File: config.mk
export PLATFORM = sky130hd
export DESIGN_NAME = palette_linear_interpolation
export DESIGN_NICKNAME = d
export VERILOG_FILES = /design/src/rtl/plm_pkg.sv /design/src/rtl/plm_blend.sv /design/src/rtl/palette_linear_interpolation.sv
export SDC_FILE = /design/constraint.sdc
export NUM_CORES = 2
export LEC_CHECK = 0
export CAP_MARGIN = 5
export CORE_MARGIN = 2
export CORE_UTILIZATION = 65
export CTS_CLUSTER_DIAMETER = 150
export DETAILED_ROUTE_END_ITERATION = 16
export DONT_BUFFER_PORTS = 1
export PLACE_DENSITY = 0.87
export SYNTH_ARGS = -nofsm -noshare
export SYNTH_HDL_FRONTEND = slang
export SYNTH_SLANG_ARGS = --single-unit
File: constraint.sdc
create_clock -name i_clk -period 26.9 [get_ports i_clk]
set_clock_uncertainty 0.1 [all_clocks]
set_input_delay 8.07 -clock i_clk [delete_from_list [all_inputs] [get_ports i_clk]]
set_output_delay 8.07 -clock i_clk [all_outputs]
set_load 0.02 [all_outputs]
File: src/rtl/plm_pkg.sv
package plm_pkg;

    // Default number of palette entries
    localparam int PALETTE_DEPTH_DEF = 16;

    // Field widths
    localparam int CHAN_W  = 16;
    localparam int VALUE_W = 18;
    localparam int FRAC_W  = 16;
    localparam int INDEX_W = 4;
    localparam int CFG_W   = 5;
    localparam int ENTRY_W = 3 * CHAN_W;

    // Stream packing
    localparam int S_TDATA_W = 72;
    localparam int M_TDATA_W = 48;

    // APB
    localparam int APB_AW = 3;
    localparam int APB_DW = 32;

    // Word kinds carried in tuser
    localparam logic FUNC_MAP   = 1'b0;
    localparam logic FUNC_WRITE = 1'b1;

    // Register word index
    localparam logic REG_PALETTE_SIZE = 1'b0;

endpackage

File: src/rtl/plm_blend.sv
module plm_blend
    import plm_pkg::*;
(
    input  logic              i_clk,
    input  logic              i_en,
    input  logic              i_black,
    input  logic [CHAN_W-1:0] i_c0,
    input  logic [CHAN_W-1:0] i_c1,
    input  logic [FRAC_W-1:0] i_frac,
    output logic [CHAN_W-1:0] o_chan
);

    localparam int DIFF_W = CHAN_W + 1;
    localparam int PROD_W = DIFF_W + FRAC_W + 1;
    localparam int SUM_W  = CHAN_W + 2;

    logic signed [DIFF_W-1:0]   w_diff;
    logic signed [FRAC_W:0]     w_frac_s;
    logic signed [PROD_W-1:0]   w_prod;
    logic signed [PROD_W-1:0]   r_prod;
    logic        [CHAN_W-1:0]   r_c0;
    logic        [SUM_W-1:0]    w_sum;
    logic        [CHAN_W-1:0]   r_chan;

    // c0 + floor((c1 - c0) * f / 2^16) equals the two-term blend
    assign w_diff   = $signed({1'b0, i_c1}) - $signed({1'b0, i_c0});
    assign w_frac_s = $signed({1'b0, i_frac});
    assign w_prod   = w_diff * w_frac_s;

    // Stage: product, forced to zero for an empty palette
    always_ff @(posedge i_clk) begin
        if (i_en) begin
            r_prod <= i_black ? '0 : w_prod;
            r_c0   <= i_black ? '0 : i_c0;
        end
    end

    // Stage: add the floored product back onto the base colour
    assign w_sum = {2'b00, r_c0} + SUM_W'(r_prod >>> FRAC_W);

    always_ff @(posedge i_clk) begin
        if (i_en) begin
            r_chan <= w_sum[CHAN_W-1:0];
        end
    end

    assign o_chan = r_chan;

endmodule

File: src/rtl/palette_linear_interpolation.sv
// Channel    | Dir | Handshake            | Contents
// -----------+-----+----------------------+------------------------------------------
// s_axis     | in  | tvalid/tready        | one map or palette-write word per beat
// m_axis     | out | tvalid/tready        | one colour per map word
// APB        | in  | psel/penable/pready  | palette_size at byte address 0
//
// One word is taken every cycle while the output is not stalled; each map word
// yields one colour. Stages: clamp and scale multiply, palette RAM read (registered),
// blend multiply, blend add into the output register. Palette writes land at the RAM stage, so a
// map word right behind a write sees the new entry. Reset clears the valid bits and
// palette_size only; the palette RAM has no reset and needs no clearing pass.
// A stalled output freezes the whole pipeline; nothing is dropped or repeated.
module palette_linear_interpolation
    import plm_pkg::*;
#(
    parameter int PALETTE_DEPTH = PALETTE_DEPTH_DEF
) (
    input  logic                 i_clk,
    input  logic                 i_rst_n,
    // slave stream
    input  logic                 s_axis_tvalid,
    output logic                 s_axis_tready,
    // value[17:0], entry_index[21:18], entry_red[37:22], entry_green[53:38],
    // entry_blue[69:54], zero[71:70]
    input  logic [S_TDATA_W-1:0] s_axis_tdata,
    // func[0]
    input  logic [0:0]           s_axis_tuser,
    // master stream
    output logic                 m_axis_tvalid,
    input  logic                 m_axis_tready,
    // red[15:0], green[31:16], blue[47:32]
    output logic [M_TDATA_W-1:0] m_axis_tdata,
    // APB configuration
    input  logic                 psel,
    input  logic                 penable,
    input  logic                 pwrite,
    input  logic [APB_AW-1:0]    paddr,
    input  logic [APB_DW-1:0]    pwdata,
    output logic [APB_DW-1:0]    prdata,
    output logic                 pready
);

    localparam int IW   = $clog2(PALETTE_DEPTH);
    localparam int NW   = $clog2(PALETTE_DEPTH + 1);
    localparam int CW   = (NW > CFG_W) ? NW : CFG_W;
    localparam int XW   = (IW > INDEX_W) ? IW : INDEX_W;
    localparam int PW   = FRAC_W + IW;

    localparam logic [1:0] SEL_BLACK = 2'd0;
    localparam logic [1:0] SEL_LOW   = 2'd1;
    localparam logic [1:0] SEL_HIGH  = 2'd2;
    localparam logic [1:0] SEL_MID   = 2'd3;

    // ------------------------------------------------------------------
    // Configuration register
    // ------------------------------------------------------------------
    logic [CFG_W-1:0] r_size;
    logic             w_cfg_wr;

    assign pready   = 1'b1;
    assign w_cfg_wr = psel & penable & pwrite & (paddr[2] == REG_PALETTE_SIZE);
    assign prdata   = (paddr[2] == REG_PALETTE_SIZE) ? APB_DW'(r_size) : '0;

    always_ff @(posedge i_clk) begin
        if (!i_rst_n) begin
            r_size <= '0;
        end else if (w_cfg_wr) begin
            r_size <= pwdata[CFG_W-1:0];
        end
    end

    // ------------------------------------------------------------------
    // Pipeline enable: freeze everything while the output word waits
    // ------------------------------------------------------------------
    logic w_en;
    logic r_out_valid;

    assign w_en          = ~r_out_valid | m_axis_tready;
    assign s_axis_tready = w_en;

    // ------------------------------------------------------------------
    // Stage A: unpack, clamp and scale
    // ------------------------------------------------------------------
    logic signed [VALUE_W-1:0] w_value;
    logic [INDEX_W-1:0]        w_index;
    logic [XW-1:0]             w_index_x;
    logic [ENTRY_W-1:0]        w_entry;
    logic [CW-1:0]             w_size_x;
    logic [CW-1:0]             w_n_x;
    logic [NW-1:0]             w_n;
    logic [NW-1:0]             w_n_m1;
    logic [IW-1:0]             w_nm1;
    logic [1:0]                w_sel;
    logic [PW-1:0]             w_scaled;

    assign w_value   = s_axis_tdata[VALUE_W-1:0];
    assign w_index   = s_axis_tdata[VALUE_W +: INDEX_W];
    assign w_index_x = XW'(w_index);
    assign w_entry   = s_axis_tdata[VALUE_W + INDEX_W +: ENTRY_W];

    // Saturate palette_size at the depth
    assign w_size_x = CW'(r_size);
    assign w_n_x    = (w_size_x > CW'(PALETTE_DEPTH)) ? CW'(PALETTE_DEPTH) : w_size_x;
    assign w_n      = w_n_x[NW-1:0];
    assign w_n_m1   = w_n - NW'(1);
    assign w_nm1    = w_n_m1[IW-1:0];

    assign w_scaled = PW'(w_value[FRAC_W-1:0]) * PW'(w_nm1);

    always_comb begin
        if (w_n == '0) begin
            w_sel = SEL_BLACK;
        end else if (w_n == NW'(1) || w_value[VALUE_W-1] || w_value == '0) begin
            w_sel = SEL_LOW;
        end else if (w_value[FRAC_W]) begin
            w_sel = SEL_HIGH;
        end else begin
            w_sel = SEL_MID;
        end
    end

    logic               r_a_valid;
    logic               r_a_map;
    logic               r_a_wok;
    logic [1:0]         r_a_sel;
    logic [PW-1:0]      r_a_scaled;
    logic [IW-1:0]      r_a_nm1;
    logic [IW-1:0]      r_a_waddr;
    logic [ENTRY_W-1:0] r_a_entry;

    always_ff @(posedge i_clk) begin
        if (!i_rst_n) begin
            r_a_valid <= 1'b0;
        end else if (w_en) begin
            r_a_valid <= s_axis_tvalid;
        end
    end

    always_ff @(posedge i_clk) begin
        if (w_en) begin
            r_a_map    <= (s_axis_tuser[0] == FUNC_MAP);
            r_a_wok    <= (int'(w_index) < PALETTE_DEPTH);
            r_a_sel    <= w_sel;
            r_a_scaled <= w_scaled;
            r_a_nm1    <= w_nm1;
            r_a_waddr  <= w_index_x[IW-1:0];
            r_a_entry  <= w_entry;
        end
    end

    // ------------------------------------------------------------------
    // Stage B: pick neighbours, write or read the palette RAM
    // ------------------------------------------------------------------
    logic [IW-1:0]     w_lo;
    logic [IW-1:0]     w_hi;
    logic [FRAC_W-1:0] w_frac;

    always_comb begin
        case (r_a_sel)
            SEL_HIGH: begin
                w_lo   = r_a_nm1;
                w_hi   = r_a_nm1;
                w_frac = '0;
            end
            SEL_MID: begin
                w_lo   = r_a_scaled[PW-1:FRAC_W];
                w_hi   = r_a_scaled[PW-1:FRAC_W] + IW'(1);
                w_frac = r_a_scaled[FRAC_W-1:0];
            end
            default: begin
                w_lo   = '0;
                w_hi   = '0;
                w_frac = '0;
            end
        endcase
    end

    logic [ENTRY_W-1:0] r_mem [PALETTE_DEPTH];
    logic [ENTRY_W-1:0] r_b_c0;
    logic [ENTRY_W-1:0] r_b_c1;
    logic [FRAC_W-1:0]  r_b_frac;
    logic               r_b_black;
    logic               r_b_valid;

    // Store a palette word as it passes
    always_ff @(posedge i_clk) begin
        if (w_en && r_a_valid && !r_a_map && r_a_wok) begin
            r_mem[r_a_waddr] <= r_a_entry;
        end
    end

    // Read both neighbours
    always_ff @(posedge i_clk) begin
        if (w_en) begin
            r_b_c0    <= r_mem[w_lo];
            r_b_c1    <= r_mem[w_hi];
            r_b_frac  <= w_frac;
            r_b_black <= (r_a_sel == SEL_BLACK);
        end
    end

    always_ff @(posedge i_clk) begin
        if (!i_rst_n) begin
            r_b_valid <= 1'b0;
        end else if (w_en) begin
            r_b_valid <= r_a_valid & r_a_map;
        end
    end

    // ------------------------------------------------------------------
    // Stages C and D: per-channel blend
    // ------------------------------------------------------------------
    logic r_c_valid;

    always_ff @(posedge i_clk) begin
        if (!i_rst_n) begin
            r_c_valid   <= 1'b0;
            r_out_valid <= 1'b0;
        end else if (w_en) begin
            r_c_valid   <= r_b_valid;
            r_out_valid <= r_c_valid;
        end
    end

    for (genvar g = 0; g < 3; g++) begin : g_chan
        plm_blend u_blend (
            .i_clk   (i_clk),
            .i_en    (w_en),
            .i_black (r_b_black),
            .i_c0    (r_b_c0[g*CHAN_W +: CHAN_W]),
            .i_c1    (r_b_c1[g*CHAN_W +: CHAN_W]),
            .i_frac  (r_b_frac),
            .o_chan  (m_axis_tdata[g*CHAN_W +: CHAN_W])
        );
    end

    assign m_axis_tvalid = r_out_valid;

endmodule
Yosys cells after proc, flatten, opt, wreduce, memory -nomap -nowiden:

Memories as Yosys holds them, arrays and structs flattened. A register that Yosys moved wholly into a read port is not among the register bits.
Index checks and enable logic that the tools add are counted.

* register bits after elaboration: 297
* RAM bits: 768
* input port bits: 115
* output and inout port bits: 83
* word-level logic and storage cells: 65
* memories: 1

Memories
* r_mem: words 16, width 48, read ports 2, clocked after memory_dff 2, write ports 1, line palette_linear_interpolation.sv:178 `logic [ENTRY_W-1:0] r_mem [PALETTE_DEPTH];`

* add/subtract/negate cells: 8
* $mul: 4
* magnitude comparators: 1
* equal/unequal tests: 3
* muxes and demuxes: 8
* bitwise gates (word level): 8
* reduce and logical (&&, ||, !) cells: 9

Operators with widths (number)
* multiplier 17 x 17 -> 32 bit: 3
* subtractor 16 x 16 -> 17 bit: 3
* adder 16 bit: 3
* multiplier 16 x 4 -> 20 bit: 1
* logical NOT 18 bit: 1
* case mux 4 bit (2 select lines): 2
* two-way mux 5 bit: 2
* equality test 5 x 1 -> 1 bit (second input constant): 1
* greater-than comparator 5 bit (second input constant): 1
* logical NOT 5 bit: 1
* adder 4 x 1 -> 4 bit (second input constant): 1
* bitwise AND 1 bit: 4
* equality test 2 bit (second input constant): 2
* two-way mux 1 bit: 4
* subtractor 4 x 1 -> 4 bit (second input constant): 1
* inverter 1 bit: 3
* logical AND 1 bit: 2
* logical NOT 2 bit: 1
* logical OR 1 bit: 2
* OR reduction 2 bit: 1
* logical NOT 1 bit: 1
* bitwise OR 1 bit: 1

Logic depth before layout (Yosys ltp):

* word-level depth: 6
* depth in mapped cells: 36
* depth with buffers taken out: 35

By module:

From an unflattened synthesis, not the netlist that was laid out.

* cells, all modules: 6419
* area, all modules: 82342.7 sq um

Modules (own cells, without submodules)
* palette_linear_interpolation: instances 1, cells an instance 2172, area an instance 43236.5 sq um, seq. area each 29007.8 sq um
* plm_blend at g_chan[0].u_blend: instances 1, cells an instance 1511, area an instance 13501.7 sq um, seq. area each 1441.4 sq um
* plm_blend at g_chan[2].u_blend: instances 1, cells an instance 1373, area an instance 12811.0 sq um, seq. area each 1441.4 sq um
* plm_blend at g_chan[1].u_blend: instances 1, cells an instance 1363, area an instance 12793.5 sq um, seq. area each 1441.4 sq um

Worst setup path before layout:

Ideal clock, no wire load.

* kind: input to output
* from: in m_axis_tready
* to: out s_axis_tready
* arrival time: 14.804 ns
* required time: 18.730 ns
* path slack: 3.926 ns
* stages: 2
* path buffers: 0
* cell sequence: nor2b_1 inv_1

* cells in the longest elaborated chain, start to end: 1

RTL lines
* from (decl): line palette_linear_interpolation.sv:30 `input logic m_axis_tready,`
* bitwise OR 1 bit: line palette_linear_interpolation.sv:78 `assign w_en = ~r_out_valid | m_axis_tready;`
* to (decl): line palette_linear_interpolation.sv:22 `output logic s_axis_tready,`

Every way passes these cells.

Worst setup path after layout:

Same ends and word-level chain as after synthesis.

==> flow_summary.yaml <==
timing:
  slew_headroom_pct: 14.2
  max_freq_mhz: 59.2
  hold_slack_ns: 0.365
  maxSlewViolCount: 0
  worstMarginPinSlew_ns: 1.28
  setup_viol: 0
  fin_crit_ns: 16.90
  setup_tns_ns: 0
  hold_viol: 0
  rsz0062_at_grt: "false"
  finalCritPeriodShare_pct: 62.8
cells_and_area:
  synthToLayoutAreaGrowth_pct: 6.63
  seq_area_um2: 33300
  fillCellCount: 7689
  instances_no_fill: 8074
  multi_input_area_um2: 43300
  nets: 7624
  final_util_pct: 69.6
  design_area_um2: 87200
  drive_gt1_share_pct: 11.4
worst_setup_path:
  crit_path_max_fanout: 24
  cp_slowest_cell: "nor2b_1"
  critical_path_arrival_ns: 8.73
  path_buf_inv: 1
  critPathRequiredTime_ns: 18.73
  max_stage_delay_ns: 0.45
  crit_family: "simple AND/OR/NAND/NOR gates"
  worstSetupStartpointType: "input port"
  crit_type: "input port to primary output"
  end_kind: "primary output"
  crit_chain: "nor2b_1 > inv_8"
floorplan:
  die_h_um: 359
  num_rows: 130
  io_pins: 198
  core_area_um2: 125000
  die_w_um: 359
  initial_core_util_pct: 65.3
  die_area_um2: 129000
cts:
  cts_num_sinks: 1113
  ctsLongestPathBuffers: 3
  clock_latency_ns: 0.76
  tritoncts: "yes"
  root_buffer: "clkbuf_16"
  cts_resized: 0
  ctsHoldBuffers: 0
  htree_levels: 3
  post_cts_buffers: 0
  cts.clk_slew.worst_paths_ns: 0.06
  cts-buffers-inserted: 107
place:
  numPortBuffers: 0
  placed_cells: 7873
  placed_cell_area_um2: 83600
  gp_congestion: 0.885
  dpl.hpwl_um: 128000
global_route:
  antenna_found_initial: 16
  grt_pass1_vias: 57500
  grt_max_degree: 130
  grt_pass1_wl_um: 328000
  overflow: 0
  groute.usage.overall_pct: 34.0
route:
  drc: 0
  post_drt_wl_per_cell_um: 26.4
  ant_nets: 0
  drt-initial-drc-count: 7190
  dr.pass1.iters: 8
  wl_um: 213000
  vias: 53500
  via_per_inst: 6.63
synth:
  synth_cell_type_count: 82
  synth_top_area_share_pct: 40.6
  synth_top_flop_cell: "edfxtp_1"
  synth_edf_count: 1104
  muxShareOfSynthArea_pct: 10.7
  yosys_warnings: 0
  yosys.area_share.simple_pct: 9.77
  synth_xor_area_share_pct: 2.03
  synthAdderAreaFrac_pct: 25.6
  postSynthAreaPerCell_um2: 12.7
  synth_area_leader_cell: "edfxtp_1"
  async_reset_ff_share_pct: 0
  synth_compound_area_share_pct: 4.25
  synth_area_um2: 81700
  synth_top_family_by_area: "adder cells"
  ys_seq_elements: 1113
  synth_common_cells: "edfxtp_1, inv_1, fa_1"
  ys_seq_area_share_pct: 40.8
  synth_top_cells_by_area: "edfxtp_1, fa_1, mux4_2"
  synthCells: 6426
pwr:
  cellPowerDensity_nw_per_um2: 55.7
  peakVddDrop_uv: 55.7
  p_leak_nw: 37.3
run:
  max_cap_violations: 0
min_path:
  hold_path.class: "register to register"
status:
  outcome: "completed"
sequential cells by signal, summed over array words and instances (netlist names), 4 cells and up:
name and cells:
r_mem 768, g_chan.u_blend.o_chan 48, g_chan.u_blend.r_c0 48, g_chan.u_blend.r_prod 48, r_a_entry 48, r_b_c0 48, r_b_c1 48, r_a_scaled 20
r_b_frac 16, r_size 5, r_a_nm1 4, r_a_waddr 4
layout by cell type (no fill, tap or decap), drive strengths merged, types with 28 or more instances in the layout:
cell,synthesis,routed
a211oi,106,106
a21o,35,35
a21oi,85,85
a31oi,106,106
and2,459,459
and3,32,32
buf,103,108
clkbuf,234,120
clkinv,0,49
conb,2,28
edfxtp,1104,1104
fa,813,813
ha,364,364
inv,1104,1109
mux4,384,384
nand2,666,666
nand2b,35,35
nand3,30,30
nor2,163,163
nor2b,87,87
nor3,37,37
o21ai,49,49
xnor2,140,140
xor2,49,49
power breakdown:
group | internal [mW] | total [mW] | switching, mW
Clock | 0.848 | 1.54 | 0.689
Sequential | 2.00 | 2.08 | 0.0765
Combinational | 0.418 | 1.23 | 0.816
logic make-up (layout without fill, tap and decap cells):
family          Yosys count  in the layout
simple gates           1602           1602
other cells               2             34
fa+ha+maj              1187           1187
compound gates          498            498
xor+xnor                189            189
buf+inv                1441           1407
flops                  1113           1113
mux                     394            394
per-stage QoR:
stage	power, mW	worst slack (ns)
global placement	3.25	10.01
global route	5.01	9.94
floorplan	2.87	3.93
detailed placement	3.30	9.98
finish	4.85	10.00
CTS	4.82	9.98
layer usage:
metal	track usage, %	part of all wire [%]
met5	0	0.074
met4	18.5	5.9
met3	8.09	12
met2	55.9	49
met1	42.0	33
final timing paths:
check | startpoint | end | slack (ns) | depth (start not counted)
setup / recovery | m_axis_tready | s_axis_tready | 10.00 | 2
hold / removal | r_b_valid | r_b_valid | 0.36 | 2
setup reg to reg | r_b_c0[18] | g_chan[1].u_blend.r_prod[29] | 17.26 | 26
hold reg to reg | r_b_valid | r_b_valid | 0.36 | 2
cell type report:
cell class                      instances  area share [%]
Timing Repair Buffer                  108           0.973
Multi-Input combinational cell       3898            49.6
Clock inverter                         75           0.883
Inverter                             1104            4.76
Antenna cell                            6          0.0172
Clock buffer                          120            3.13
Tap cell                             1650            2.37
Sequential cell                      1113            38.2
worst register-to-register path, stage by stage (launching register included):
cell and delay [ns]:
edfxtp_1 0.52, inv_1 0.27, ha_1 0.34, nor2b_1 0.18, o31a_1 0.31, o211a_1 0.27, nor4_1 0.43, o21bai_1 0.16
a21oi_2 0.65, nand2_1 0.28, inv_1 0.14, fa_1 0.53, fa_1 0.90, fa_1 0.53, fa_1 0.53, fa_1 0.51
inv_1 0.05, fa_1 0.48, inv_1 0.04, ha_1 0.31, a211o_1 0.28, or3_1 0.35, o21a_1 0.21, a21oi_1 0.28
o21bai_1 0.18, a211o_1 0.34, and4_1 0.22
Power figures use the tool's default switching activity.
